<file path="src/hw/rtl/twc_pkg.sv">
// shared types, constants and helpers of the text cell writer
// no dependencies
`timescale 1ns / 1ps
`default_nettype none

package twc_pkg;

	localparam logic [7:0] MAX_COLUMNS = 8'd128;
	localparam logic [6:0] MAX_ROWS    = 7'd64;

	localparam int QUEUE_DEPTH = 2;
	localparam int QUEUE_PTR_W = $clog2(QUEUE_DEPTH);

	localparam int CFG_INDEX_W = 2;
	localparam int CFG_DATA_W  = 8;

	typedef enum logic [CFG_INDEX_W-1:0] {
		CFG_COLUMNS = 2'd0,
		CFG_ROWS    = 2'd1
	} cfg_reg_t;

	typedef enum logic [2:0] {
		MODE_STRING = 3'd0,
		MODE_SINGLE = 3'd1,
		MODE_MOVE   = 3'd2,
		MODE_FORE   = 3'd3,
		MODE_BACK   = 3'd4
	} mode_t;

	localparam logic [7:0] CHAR_PERCENT = 8'h25;
	localparam logic [7:0] CHAR_NEWLINE = 8'h6e;
	localparam logic [7:0] CHAR_SLASH   = 8'h2f;

	localparam logic [7:0]  COLUMNS_RESET = 8'd80;
	localparam logic [6:0]  ROWS_RESET    = 7'd25;
	localparam logic [23:0] FORE_RESET    = 24'hFFFFFF;
	localparam logic [23:0] BACK_RESET    = 24'h000000;

	typedef struct packed {
		logic [2:0] mode;
		logic [7:0] char_code;
		logic       end_of_string;
		logic [7:0] pos_x;
		logic [7:0] pos_y;
		logic [7:0] red;
		logic [7:0] green;
		logic [7:0] blue;
	} in_word_t;

	typedef struct packed {
		logic [6:0] cell_x;
		logic [5:0] cell_y;
		logic [7:0] tile_u;
		logic [7:0] tile_v;
		logic [7:0] fore_red;
		logic [7:0] fore_green;
		logic [7:0] fore_blue;
		logic [7:0] back_red;
		logic [7:0] back_green;
		logic [7:0] back_blue;
	} out_word_t;

	// classified word passed from front to back
	typedef struct packed {
		logic [2:0]  mode;
		logic        eos;
		logic [7:0]  tile_u;
		logic [7:0]  tile_v;
		logic        is_percent;
		logic        is_newline;
		logic        is_slash;
		logic        is_hex;
		logic [3:0]  hex_digit;
		logic [7:0]  pos_x;
		logic [7:0]  pos_y;
		logic [23:0] rgb;
	} cls_t;

	// {valid, digit}
	function automatic logic [4:0] hex_decode(input logic [7:0] c);
		logic [4:0] r;
		r = 5'd0;
		if (c >= 8'h30 && c <= 8'h39) begin
			r = {1'b1, 4'(c - 8'h30)};
		end else if (c >= 8'h41 && c <= 8'h46) begin
			r = {1'b1, 4'(c - 8'h37)};
		end else if (c >= 8'h61 && c <= 8'h66) begin
			r = {1'b1, 4'(c - 8'h57)};
		end
		return r;
	endfunction

endpackage

`default_nettype wire

</file>
<file path="src/hw/rtl/text_cell_writer_color_escapes.sv">
// top level of the text cell writer with color escapes
// depends on twc_pkg, twc_front, twc_back
//
// usage:
//   input channel: a word is taken on a clock edge with push high and full low.
//   mode 0 words are string characters run through the escape parser
//   (%% prints '%', %n starts the next row, %RRGGBB[/RRGGBB] sets colors);
//   modes 1 to 4 print one character, move the cursor or set a color.
//   result channel: a cell write is on result while empty is low and leaves
//   on an edge with pop high. words that write no cell give no result.
//   cfg port: cfg_write with cfg_index 0 sets the column count, 1 the row
//   count; only while no word is in flight.
//   path: a word waits in the input queue, is parsed when the back end takes
//   it, and its result is registered in the result queue until popped.
//   throughput: one word per cycle, set by the parser update, while the result queue has room or is popped.
//   a stalled result side fills the two-entry result queue, then the
//   two-entry input queue, then full rises; nothing is dropped.
//   reset: cursor at 0,0, white on black, grid 80 by 25, both queues empty.
`timescale 1ns / 1ps
`default_nettype none

module text_cell_writer_color_escapes (
	input  logic                            clk,
	input  logic                            arst_n,
	input  logic                            cfg_write,
	input  logic [twc_pkg::CFG_INDEX_W-1:0] cfg_index,
	input  logic [twc_pkg::CFG_DATA_W-1:0]  cfg_data,
	input  logic                            push,
	input  twc_pkg::in_word_t               item,
	output logic                            full,
	input  logic                            pop,
	output twc_pkg::out_word_t              result,
	output logic                            empty
);

	twc_pkg::cls_t cls;
	logic          cls_empty;
	logic          cls_pop;

	twc_front u_front (
		.clk    (clk),
		.arst_n (arst_n),
		.push   (push),
		.item   (item),
		.full   (full),
		.pop    (cls_pop),
		.empty  (cls_empty),
		.cls    (cls)
	);

	twc_back u_back (
		.clk       (clk),
		.arst_n    (arst_n),
		.cfg_write (cfg_write),
		.cfg_index (cfg_index),
		.cfg_data  (cfg_data),
		.cls_empty (cls_empty),
		.cls       (cls),
		.cls_pop   (cls_pop),
		.result    (result),
		.empty     (empty),
		.pop       (pop)
	);

endmodule

`default_nettype wire

</file>
<file path="src/hw/rtl/twc_queue.sv">
// short queue of classified words between front and back
// depends on twc_pkg
`timescale 1ns / 1ps
`default_nettype none

module twc_queue (
	input  logic          clk,
	input  logic          arst_n,
	input  logic          push,
	output logic          full,
	input  twc_pkg::cls_t wr_word,
	input  logic          pop,
	output logic          empty,
	output twc_pkg::cls_t rd_word
);

	localparam logic [twc_pkg::QUEUE_PTR_W-1:0] LAST_PTR =
		twc_pkg::QUEUE_PTR_W'(twc_pkg::QUEUE_DEPTH - 1);
	localparam logic [twc_pkg::QUEUE_PTR_W:0] DEPTH_CNT =
		(twc_pkg::QUEUE_PTR_W + 1)'(twc_pkg::QUEUE_DEPTH);

	twc_pkg::cls_t                     mem_q [twc_pkg::QUEUE_DEPTH];
	logic [twc_pkg::QUEUE_PTR_W-1:0]   wr_ptr_q;
	logic [twc_pkg::QUEUE_PTR_W-1:0]   rd_ptr_q;
	logic [twc_pkg::QUEUE_PTR_W:0]     count_q;
	logic                              do_push;
	logic                              do_pop;

	assign full    = (count_q == DEPTH_CNT);
	assign empty   = (count_q == '0);
	assign do_push = push && !full;
	assign do_pop  = pop && !empty;
	assign rd_word = mem_q[rd_ptr_q];

	always_ff @(posedge clk or negedge arst_n) begin
		if (!arst_n) begin
			wr_ptr_q <= '0;
			rd_ptr_q <= '0;
			count_q  <= '0;
		end else begin
			if (do_push) begin
				wr_ptr_q <= (wr_ptr_q == LAST_PTR) ? '0 : wr_ptr_q + 1'b1;
			end
			if (do_pop) begin
				rd_ptr_q <= (rd_ptr_q == LAST_PTR) ? '0 : rd_ptr_q + 1'b1;
			end
			if (do_push && !do_pop) begin
				count_q <= count_q + 1'b1;
			end else if (do_pop && !do_push) begin
				count_q <= count_q - 1'b1;
			end
		end
	end

	always_ff @(posedge clk) begin
		if (do_push) begin
			mem_q[wr_ptr_q] <= wr_word;
		end
	end

endmodule

`default_nettype wire

</file>
<file path="src/hw/rtl/twc_front.sv">
// front end: accepts input words, decodes escape characters and hex digits
// depends on twc_pkg and twc_queue
`timescale 1ns / 1ps
`default_nettype none

module twc_front (
	input  logic              clk,
	input  logic              arst_n,
	input  logic              push,
	input  twc_pkg::in_word_t item,
	output logic              full,
	input  logic              pop,
	output logic              empty,
	output twc_pkg::cls_t     cls
);

	twc_pkg::cls_t cls_in;
	logic [4:0]    hex;

	always_comb begin
		hex               = twc_pkg::hex_decode(item.char_code);
		cls_in.mode       = item.mode;
		cls_in.eos        = item.end_of_string;
		cls_in.tile_u     = {item.char_code[3:0], 4'd0};
		cls_in.tile_v     = {item.char_code[7:4], 4'd0};
		cls_in.is_percent = (item.char_code == twc_pkg::CHAR_PERCENT);
		cls_in.is_newline = (item.char_code == twc_pkg::CHAR_NEWLINE);
		cls_in.is_slash   = (item.char_code == twc_pkg::CHAR_SLASH);
		cls_in.is_hex     = hex[4];
		cls_in.hex_digit  = hex[3:0];
		cls_in.pos_x      = item.pos_x;
		cls_in.pos_y      = item.pos_y;
		cls_in.rgb        = {item.red, item.green, item.blue};
	end

	twc_queue u_queue (
		.clk     (clk),
		.arst_n  (arst_n),
		.push    (push),
		.full    (full),
		.wr_word (cls_in),
		.pop     (pop),
		.empty   (empty),
		.rd_word (cls)
	);

endmodule

`default_nettype wire

</file>
<file path="src/hw/rtl/twc_back.sv">
// back end: escape parser, cursor and color state, result queue
// depends on twc_pkg
`timescale 1ns / 1ps
`default_nettype none

module twc_back (
	input  logic                               clk,
	input  logic                               arst_n,
	input  logic                               cfg_write,
	input  logic [twc_pkg::CFG_INDEX_W-1:0]    cfg_index,
	input  logic [twc_pkg::CFG_DATA_W-1:0]     cfg_data,
	input  logic                               cls_empty,
	input  twc_pkg::cls_t                      cls,
	output logic                               cls_pop,
	output twc_pkg::out_word_t                 result,
	output logic                               empty,
	input  logic                               pop
);

	typedef enum logic [2:0] {
		PH_IDLE,
		PH_TEXT,
		PH_ESC,
		PH_FRUN,
		PH_SLASH,
		PH_BSTART,
		PH_BRUN,
		PH_STOP
	} phase_t;

	localparam logic [twc_pkg::QUEUE_PTR_W-1:0] LAST_PTR =
		twc_pkg::QUEUE_PTR_W'(twc_pkg::QUEUE_DEPTH - 1);
	localparam logic [twc_pkg::QUEUE_PTR_W:0] DEPTH_CNT =
		(twc_pkg::QUEUE_PTR_W + 1)'(twc_pkg::QUEUE_DEPTH);

	logic [7:0]  cols_q;
	logic [6:0]  rows_q;
	logic [7:0]  col_q, col_n;
	logic [7:0]  row_q, row_n;
	logic [7:0]  line_q, line_n;
	phase_t      phase_q, phase_n;
	logic [23:0] hex_q, hex_n;
	logic [2:0]  hpos_q, hpos_n;
	logic        over_q, over_n;
	logic [23:0] fore_q, fore_n;
	logic [23:0] back_q, back_n;

	twc_pkg::out_word_t              oq_mem_q [twc_pkg::QUEUE_DEPTH];
	logic [twc_pkg::QUEUE_PTR_W-1:0] oq_wr_q;
	logic [twc_pkg::QUEUE_PTR_W-1:0] oq_rd_q;
	logic [twc_pkg::QUEUE_PTR_W:0]   oq_cnt_q;

	logic        oq_full;
	logic        oq_pop;
	logic        take;
	logic        emit;
	logic        do_plain;
	logic        in_grid;
	logic [7:0]  ucols;
	logic [6:0]  urows;
	logic [7:0]  col_inc;
	logic [7:0]  row_inc;
	logic [8:0]  col_step;
	twc_pkg::out_word_t out_word;

	assign oq_full = (oq_cnt_q == DEPTH_CNT);
	assign empty   = (oq_cnt_q == '0);
	assign oq_pop  = pop && !empty;
	assign take    = !cls_empty && (!oq_full || oq_pop);
	assign cls_pop = take;
	assign result  = oq_mem_q[oq_rd_q];

	assign ucols    = (cols_q > twc_pkg::MAX_COLUMNS) ? twc_pkg::MAX_COLUMNS : cols_q;
	assign urows    = (rows_q > twc_pkg::MAX_ROWS) ? twc_pkg::MAX_ROWS : rows_q;
	assign in_grid  = (col_q < ucols) && (row_q < {1'b0, urows});
	assign col_inc  = (col_q == 8'hFF) ? 8'hFF : col_q + 8'd1;
	assign row_inc  = (row_q == 8'hFF) ? 8'hFF : row_q + 8'd1;
	assign col_step = {1'b0, col_q} + 9'd1;

	always_comb begin
		out_word.cell_x     = col_q[6:0];
		out_word.cell_y     = row_q[5:0];
		out_word.tile_u     = cls.tile_u;
		out_word.tile_v     = cls.tile_v;
		out_word.fore_red   = fore_q[23:16];
		out_word.fore_green = fore_q[15:8];
		out_word.fore_blue  = fore_q[7:0];
		out_word.back_red   = back_q[23:16];
		out_word.back_green = back_q[15:8];
		out_word.back_blue  = back_q[7:0];
	end

	always_comb begin
		col_n    = col_q;
		row_n    = row_q;
		line_n   = line_q;
		phase_n  = phase_q;
		hex_n    = hex_q;
		hpos_n   = hpos_q;
		over_n   = over_q;
		fore_n   = fore_q;
		back_n   = back_q;
		emit     = 1'b0;
		do_plain = 1'b0;
		case (cls.mode)
			twc_pkg::MODE_STRING: begin
				unique case (phase_q)
					PH_IDLE: begin
						line_n   = col_q;
						do_plain = 1'b1;
					end
					PH_TEXT: begin
						do_plain = 1'b1;
					end
					PH_ESC: begin
						if (cls.is_percent) begin
							emit    = in_grid;
							col_n   = col_inc;
							phase_n = PH_TEXT;
						end else if (cls.is_newline) begin
							row_n   = row_inc;
							col_n   = line_q;
							phase_n = PH_TEXT;
						end else if (cls.is_hex) begin
							hex_n   = {20'd0, cls.hex_digit};
							hpos_n  = 3'd1;
							over_n  = 1'b0;
							phase_n = PH_FRUN;
						end else begin
							phase_n = PH_STOP;
						end
					end
					PH_FRUN, PH_BRUN: begin
						if (!over_q && cls.is_hex) begin
							hex_n = {hex_q[19:0], cls.hex_digit};
						end else begin
							over_n = 1'b1;
						end
						hpos_n = hpos_q + 3'd1;
						if (hpos_n >= 3'd6) begin
							if (phase_q == PH_FRUN) begin
								fore_n  = hex_n;
								phase_n = PH_SLASH;
							end else begin
								back_n  = hex_n;
								phase_n = PH_TEXT;
							end
						end
					end
					PH_SLASH: begin
						if (cls.is_slash) begin
							phase_n = PH_BSTART;
						end else begin
							do_plain = 1'b1;
						end
					end
					PH_BSTART: begin
						if (cls.is_hex) begin
							hex_n   = {20'd0, cls.hex_digit};
							hpos_n  = 3'd1;
							over_n  = 1'b0;
							phase_n = PH_BRUN;
						end else begin
							phase_n = PH_STOP;
						end
					end
					PH_STOP: begin
					end
				endcase
				if (do_plain) begin
					if (cls.is_percent) begin
						phase_n = PH_ESC;
					end else begin
						phase_n = PH_TEXT;
						emit    = in_grid;
						col_n   = col_inc;
					end
				end
				if (cls.eos) begin
					if (phase_n == PH_FRUN) begin
						fore_n = hex_n;
					end else if (phase_n == PH_BRUN) begin
						back_n = hex_n;
					end
					phase_n = PH_IDLE;
					hex_n   = '0;
					hpos_n  = '0;
					over_n  = 1'b0;
				end
			end
			twc_pkg::MODE_SINGLE: begin
				emit  = in_grid;
				col_n = (col_step > {1'b0, ucols}) ? ucols : col_step[7:0];
			end
			twc_pkg::MODE_MOVE: begin
				col_n = cls.pos_x;
				row_n = cls.pos_y;
			end
			twc_pkg::MODE_FORE: begin
				fore_n = cls.rgb;
			end
			twc_pkg::MODE_BACK: begin
				back_n = cls.rgb;
			end
			default: begin
			end
		endcase
	end

	always_ff @(posedge clk or negedge arst_n) begin
		if (!arst_n) begin
			cols_q   <= twc_pkg::COLUMNS_RESET;
			rows_q   <= twc_pkg::ROWS_RESET;
			col_q    <= '0;
			row_q    <= '0;
			line_q   <= '0;
			phase_q  <= PH_IDLE;
			hex_q    <= '0;
			hpos_q   <= '0;
			over_q   <= 1'b0;
			fore_q   <= twc_pkg::FORE_RESET;
			back_q   <= twc_pkg::BACK_RESET;
			oq_wr_q  <= '0;
			oq_rd_q  <= '0;
			oq_cnt_q <= '0;
		end else begin
			if (cfg_write) begin
				if (cfg_index == twc_pkg::CFG_COLUMNS) begin
					cols_q <= cfg_data;
				end else if (cfg_index == twc_pkg::CFG_ROWS) begin
					rows_q <= cfg_data[6:0];
				end
			end
			if (take) begin
				col_q   <= col_n;
				row_q   <= row_n;
				line_q  <= line_n;
				phase_q <= phase_n;
				hex_q   <= hex_n;
				hpos_q  <= hpos_n;
				over_q  <= over_n;
				fore_q  <= fore_n;
				back_q  <= back_n;
			end
			if (take && emit) begin
				oq_wr_q <= (oq_wr_q == LAST_PTR) ? '0 : oq_wr_q + 1'b1;
			end
			if (oq_pop) begin
				oq_rd_q <= (oq_rd_q == LAST_PTR) ? '0 : oq_rd_q + 1'b1;
			end
			if ((take && emit) && !oq_pop) begin
				oq_cnt_q <= oq_cnt_q + 1'b1;
			end else if (oq_pop && !(take && emit)) begin
				oq_cnt_q <= oq_cnt_q - 1'b1;
			end
		end
	end

	always_ff @(posedge clk) begin
		if (take && emit) begin
			oq_mem_q[oq_wr_q] <= out_word;
		end
	end

endmodule

`default_nettype wire

</file>
<file path="config.mk">
export PLATFORM = sky130hd
export DESIGN_NAME = text_cell_writer_color_escapes
export DESIGN_NICKNAME = d
export VERILOG_FILES = /design/src/hw/rtl/twc_pkg.sv /design/src/hw/rtl/text_cell_writer_color_escapes.sv /design/src/hw/rtl/twc_queue.sv /design/src/hw/rtl/twc_front.sv /design/src/hw/rtl/twc_back.sv
export SDC_FILE = /design/constraint.sdc
export NUM_CORES = 1
export LEC_CHECK = 0
export BUFFER_PORTS_ARGS = -buffer_cell sky130_fd_sc_hd__buf_4
export CORE_UTILIZATION = 25
export CTS_CLUSTER_SIZE = 30
export DETAILED_ROUTE_END_ITERATION = 6
export MAX_ROUTING_LAYER = met4
export PLACE_DENSITY = 0.52
export SYNTH_ARGS = -nofsm -noshare
export SYNTH_HDL_FRONTEND = slang
export SYNTH_HIERARCHICAL = 1
export SYNTH_SLANG_ARGS = --single-unit
</file>
<file path="constraint.sdc">
create_clock -name clk -period 12.2 [get_ports clk]
set_clock_uncertainty 0.05 [all_clocks]
set_input_delay 1.22 -clock clk [delete_from_list [all_inputs] [get_ports clk]]
set_output_delay 1.22 -clock clk [all_outputs]
set_load 0.01 [all_outputs]
</file>
# Word level (Yosys, flattened, before mapping)
# Memory sizes are Yosys's and may differ from the RTL's.
# Index checks and enable logic that the tools add are counted.
op_classes:
  eq_ne: 26
  shifts: 0
  addsub: 15
  reduce_logical: 48
  n_div: 0
  multipliers: 0
  n_lt_le_gt_ge: 12
  n_bitwise: 1
  mux: 80
ops:
  columns: ["cell", "n"]
  rows:
  - ["24-bit two-way mux", 16]
  - ["8-bit two-way mux", 12]
  - ["24-bit one-hot mux with 2 select lines", 2]
  - ["24-bit one-hot mux with 3 select lines", 1]
  - ["3-bit two-way mux", 13]
  - ["8-bit one-hot mux with 3 select lines", 1]
  - ["1-bit two-way mux", 20]
  - ["8-bit by 1-bit adder with 8-bit output, second input constant", 2]
  - ["8-bit by 6-bit == test with 1-bit output, second input constant", 2]
  - ["8-bit == test, second input constant", 2]
  - ["8-bit by 7-bit >= comparator with 1-bit output, second input constant", 2]
  - ["8-bit by 7-bit <= comparator with 1-bit output, second input constant", 2]
  - ["8-bit one-hot mux with 2 select lines", 1]
  - ["3-bit by 2-bit == test with 1-bit output, second input constant", 5]
  - ["3-bit == test, second input constant", 5]
  - ["5-bit two-way mux", 3]
  - ["1-bit logical AND", 14]
  - ["3-bit one-hot mux with 4 select lines", 1]
  - ["2-bit two-way mux", 5]
  - ["2-bit AND reduction", 5]
  - ["5-bit AND reduction", 2]
  - ["2-bit nonzero test", 5]
  - ["8-bit by 1-bit adder with 9-bit output, second input constant", 1]
  - ["9-bit by 8-bit greater-than comparator with 1-bit output", 1]
  - ["other kinds (33)", 59]
totals:
  word_cells: 201
  mem_bits_rw: 274
  output_inout_bits: 79
  latchBits: 0
  rom_bits: 0
  regBits: 126
  input_bits: 67
  memories: 2
mem_list:
  columns: ["name", "depth", "width", "rd", "rd_ports_with_merged_regs", "write_ports", "line", "rtl"]
  rows:
  - ["u_back.oq_mem_q", 2, 77, 1, 0, 1, "twc_back.sv:48", "twc_pkg::out_word_t oq_mem_q [twc_pkg::QUEUE_DEPTH];"]
  - ["u_front.u_queue.mem_q", 2, 60, 1, 0, 1, "twc_queue.sv:22", "twc_pkg::cls_t mem_q [twc_pkg::QUEUE_DEPTH];"]

# Longest topological paths before layout
depth:
  word_depth: 14
  mapped_depth: 12

# Cells and area by module
# The synthesis kept the hierarchy.
modules_own_cells:
  columns: ["module", "area_per_inst_um2", "cells_each", "seq_area_each_um2", "n_inst"]
  rows:
  - ["twc_back", 13773.2, 1173, 7713.6, 1]
  - ["twc_queue", 5146.2, 231, 4184.0, 1]
  - ["twc_front", 266.5, 31, 0.0, 1]

# Least setup slack after synthesis
# Ideal clock, no wire load.
synth_timing:
  path_kind: "input -> register"
  start: "input port pop"
  end: "memory u_back/oq_mem_q[0][0] in the netlist's numbering (enable)"
  required_ns: 11.448
  path_stages: 4
  setup_ns: 0.702
  arrival_time_ns: 9.077
  setup_slack_ns: 2.371
  path_cell_list: "nor3b_1 nor3_2 o2111ai_1 nor4_1"
synth_between:
  elab_chain_cells: 6
synth_lines:
  columns: ["item", "line", "rtl"]
  rows:
  - ["start: declaration", "text_cell_writer_color_escapes.sv:31", "input logic pop,"]
  - ["1-bit logical AND", "twc_back.sv:68", "assign oq_pop = pop && !empty;"]
  - ["1-bit logical OR", "twc_back.sv:69", "assign take = !cls_empty && (!oq_full || oq_pop);"]
  - ["1-bit logical AND", "twc_back.sv:69", null]
  - ["1-bit logical AND", "twc_back.sv:260", "if (take && emit) begin"]
  - ["1-bit two-way mux", "twc_back.sv:260", null]
  - ["1-bit two-way mux (not written as such)", "twc_back.sv:261", "oq_mem_q[oq_wr_q] <= out_word;"]
  - ["end: declaration", "twc_back.sv:48", null]
# Every way passes these cells.

==> out/results.txt <==
Layout Nets = 1680
CP cell instances = mux2_2 > nor3_2 > o2111ai_1 > nor3_1 > and2_4 > buf_4
Worst-skew pair later-pin latency = 0.60 ns
Delay-heaviest family, CP = simple AND/OR/NAND/NOR gates
Design Area, Final = 0.0228 mm^2
Port bufs = 145
Count of final hold-check violations = 0
Synth area leaders = edfxtp_1, dfrtp_1, mux2_2
# hold bufs at CTS = 0
Share of the synthesized area in the top cell type = 0.454
Outcome = complete, no violations
Max IR drop VDD = 0.000113 V
Fin crit share = 0.366
Fmax achieved = 0.224 GHz
Slew Limit Fails = 0
Pin count of the biggest net entering global routing = 68
Fin util = 0.301
Die ar. = 0.0779 mm^2
Dpl cells = 2563
Die height = 279 um
Syn-to-layout area delta = 19.1%
Rows = 101
Layout cells sized above 1 = 0.281
Vias in the first global route = 12600
Worst R2R End = u_back/oq_mem_q[1][47]$_DFFE_PP_
Synth area leader = edfxtp_1
Synth cell types = 81
Via density = 4.74
Non-filler instance count after layout = 2649
Min Clock Period, post-route = 4.46 ns
Synthesized area per cell = 13.4 um^2
Worst hold start = u_back/line_q[0]$_DFFE_PN0P_
Static Leak = 8.42 nW
Cell area power density = 243 mW/mm^2
Residual DRC = 0
Origin of the worst setup path = u_front/u_queue/rd_ptr_q$_DFFE_PN0P_
CTS tree = yes
Clk sinks = 416
Initial antenna violation count = 0
Syn Std Cell Area = 0.0192 mm^2
Synthesized flop and latch total = 416
Router iterations before antenna repair = 7
Total grt overflow = 0
Crit. End Element = flip-flop
I/O Pins = 146
Most common cell after layout, fill and taps aside = edfxtp_1
ANT cells = 0
Ys async rst share = 0.303
Die width = 279 um
Reg2Reg Setup Slack = 7.74 ns
Placement Setup Slack = 7.64 ns
Hold crit path type = flip-flop to flip-flop
CTS buffer count = 46
Synth warn = 6
Final WS setup = 7.74 ns
Core ar. = 0.0759 mm^2
Placed standard-cell area = 0.0214 mm^2
Worst r2r src = u_front/u_queue/rd_ptr_q$_DFFE_PN0P_
Via count = 12600
Register clock-pin slew on the reported worst setup and hold paths = 0.06 ns
DR WL/cell = 19.9 um
Startpoint Class = flip-flop
Buf+Inv Stages, Crit Path = 1
RSZ-0062 raised after global routing = no
Post-CTS Setup Bufs = 0
Post-synthesis cell count = 1435
Critical path required time = 12.36 ns
Initial DRC Count = 1039
TNS Setup = 0 ns
Global-route wire length before repair = 78.9 mm
Critical-path top delay cell = nor3_2
WHS Endpoint = u_back/line_q[0]$_DFFE_PN0P_
Post-CTS resize count = 0
Clock buffer depth = 3
Actual slew at the worst max-slew pin = 1.11 ns
R2R cell count = 6
Worst Path Max Fanout = 40
Detail Route Antenna Nets = 0
Worst relative slew slack = 0.262
H-tree levels = 2
Final setup fails = 0
Routability Congestion = 0.811
WS Path Type = flip-flop to flip-flop
Final wirelength = 52.6 mm
Post-synth top flop = edfxtp_1
Starting Density = 0.253
Placed wire-length estimate = 34.2 mm
Post-synth EDFFs = 290
Max stage delay on crit path = 0.75 ns
CP arrival = 4.62 ns
Max-cap violation count = 0
Commonest non-fill, non-tap cells in the layout = edfxtp_1, buf_4, mux2_2
Total GRT Usage = 0.137
Worst hold stages = 2
Register area share after synthesis = 0.620
Clock root buffer = clkbuf_16
cells in the mapped netlist (all sizes together) (3+ instances only):
master,instances
buf,47
nand3b,6
nor2,139
a31oi,4
o22ai,24
a22o,31
and3,5
a21oi,79
o221ai,5
a22oi,15
xnor2,9
a211oi,15
a21o,3
o22a,3
xor2,9
o21ai,81
dfstp,29
nand2,76
or3,11
nor4b,3
and2,7
a221oi,14
nand2b,8
clkbuf,36
o211ai,5
a311oi,7
inv,15
nor3,13
nand4b,4
dfrtp,97
nand3,21
nor3b,5
o311ai,6
ha,32
nor2b,3
o2bb2ai,3
mux2i,61
nor4,7
edfxtp,290
o21a,5
a221o,7
mux2,170
per-stage QoR:
stage | power, W | hold WS (ns)
4_1_cts | 0.00562 | 0.452
3_3_place_gp | 0.00423 | 0.424
5_1_grt | 0.00586 | 0.473
2_1_floorplan | 0.00355 | 0.400
6_report | 0.00555 | 0.448
3_5_place_dp | 0.00427 | 0.438
how the worst max path moves through the flow:
stage / end / slack, ns / cells after the start
final: u_back/oq_mem_q[1][47]$_DFFE_PP_ / 7.74 / 6
after global routing: u_back/oq_mem_q[1][47]$_DFFE_PP_ / 7.43 / 6
after CTS: u_back/oq_mem_q[1][18]$_DFFE_PP_ / 7.65 / 6
after detailed placement: u_back/oq_mem_q[1][28]$_DFFE_PP_ / 7.64 / 7
after global placement: u_back/oq_mem_q[1][28]$_DFFE_PP_ / 7.76 / 7
after floorplan: u_back/oq_mem_q[0][0]$_DFFE_PP_ / 2.37 / 4
worst min-delay path: cells and delay by family (launching register included):
family,cells,cell delay (ns)
DFF,1,0.36
AOI/OAI and AO/OA,1,0.06
and+or+nand+nor,1,0.05
routing by layer:
| layer | up-vias | GRT usage | routed length [um] |
|---|---|---|---|
| li1 | 5752 | - | - |
| met1 | 6320 | 0.175 | 22900 |
| met2 | 398 | 0.223 | 25600 |
| met3 | 93 | 0.0212 | 2690 |
| met4 | 0 | 0.0423 | 1410 |
| met5 | - | - | 0 |
flip-flops by register name, summed over array words and instances, names as in the netlist, 2 cells and up:
name / cells
u_back/col_q: 8
u_back/back_q: 24
u_back/rows_q: 7
u_back/hex_q: 24
u_back/cols_q: 8
u_back/row_q: 8
u_back/fore_q: 24
u_back/oq_mem_q: 154
u_back/phase_q: 3
u_back/hpos_q: 3
u_back/line_q: 8
u_back/oq_cnt_q: 2
u_front/u_queue/mem_q: 136
u_front/u_queue/count_q: 2
cell families (layout without fill, tap and decap cells):
family	count (synthesis)	in the layout	synth area share
buffers and inverters	99	268	0.0253
AND/OR/NAND/NOR	318	318	0.0803
other	1	16	0.000195
XOR/XNOR	18	18	0.00861
multiplexers	231	231	0.134
adder cells (fa/ha/maj)	32	32	0.0209
flip-flops	416	416	0.620
AO/OA/AOI/OAI	320	320	0.111
power breakdown:
part / total (W) / switching [W] / leakage (nW) / internal (W)
logic: 0.00199 / 0.00117 / 3.60 / 0.000824
registers: 0.00224 / 0.000306 / 4.11 / 0.00193
clock network: 0.00132 / 0.000575 / 0.705 / 0.000740
total: 0.00555 / 0.00205 / 8.42 / 0.00350
cell type report:
cell class	count	area, um^2
Fill cell	7583	53100
Inverter	16	60.1
Tap cell	1030	1290
Clock buffer	64	1280
Timing Repair Buffer	166	1250
Sequential cell	416	11900
Clock inverter	22	145
Multi-Input combinational cell	935	6920
(Power assumes the default switching activity.)
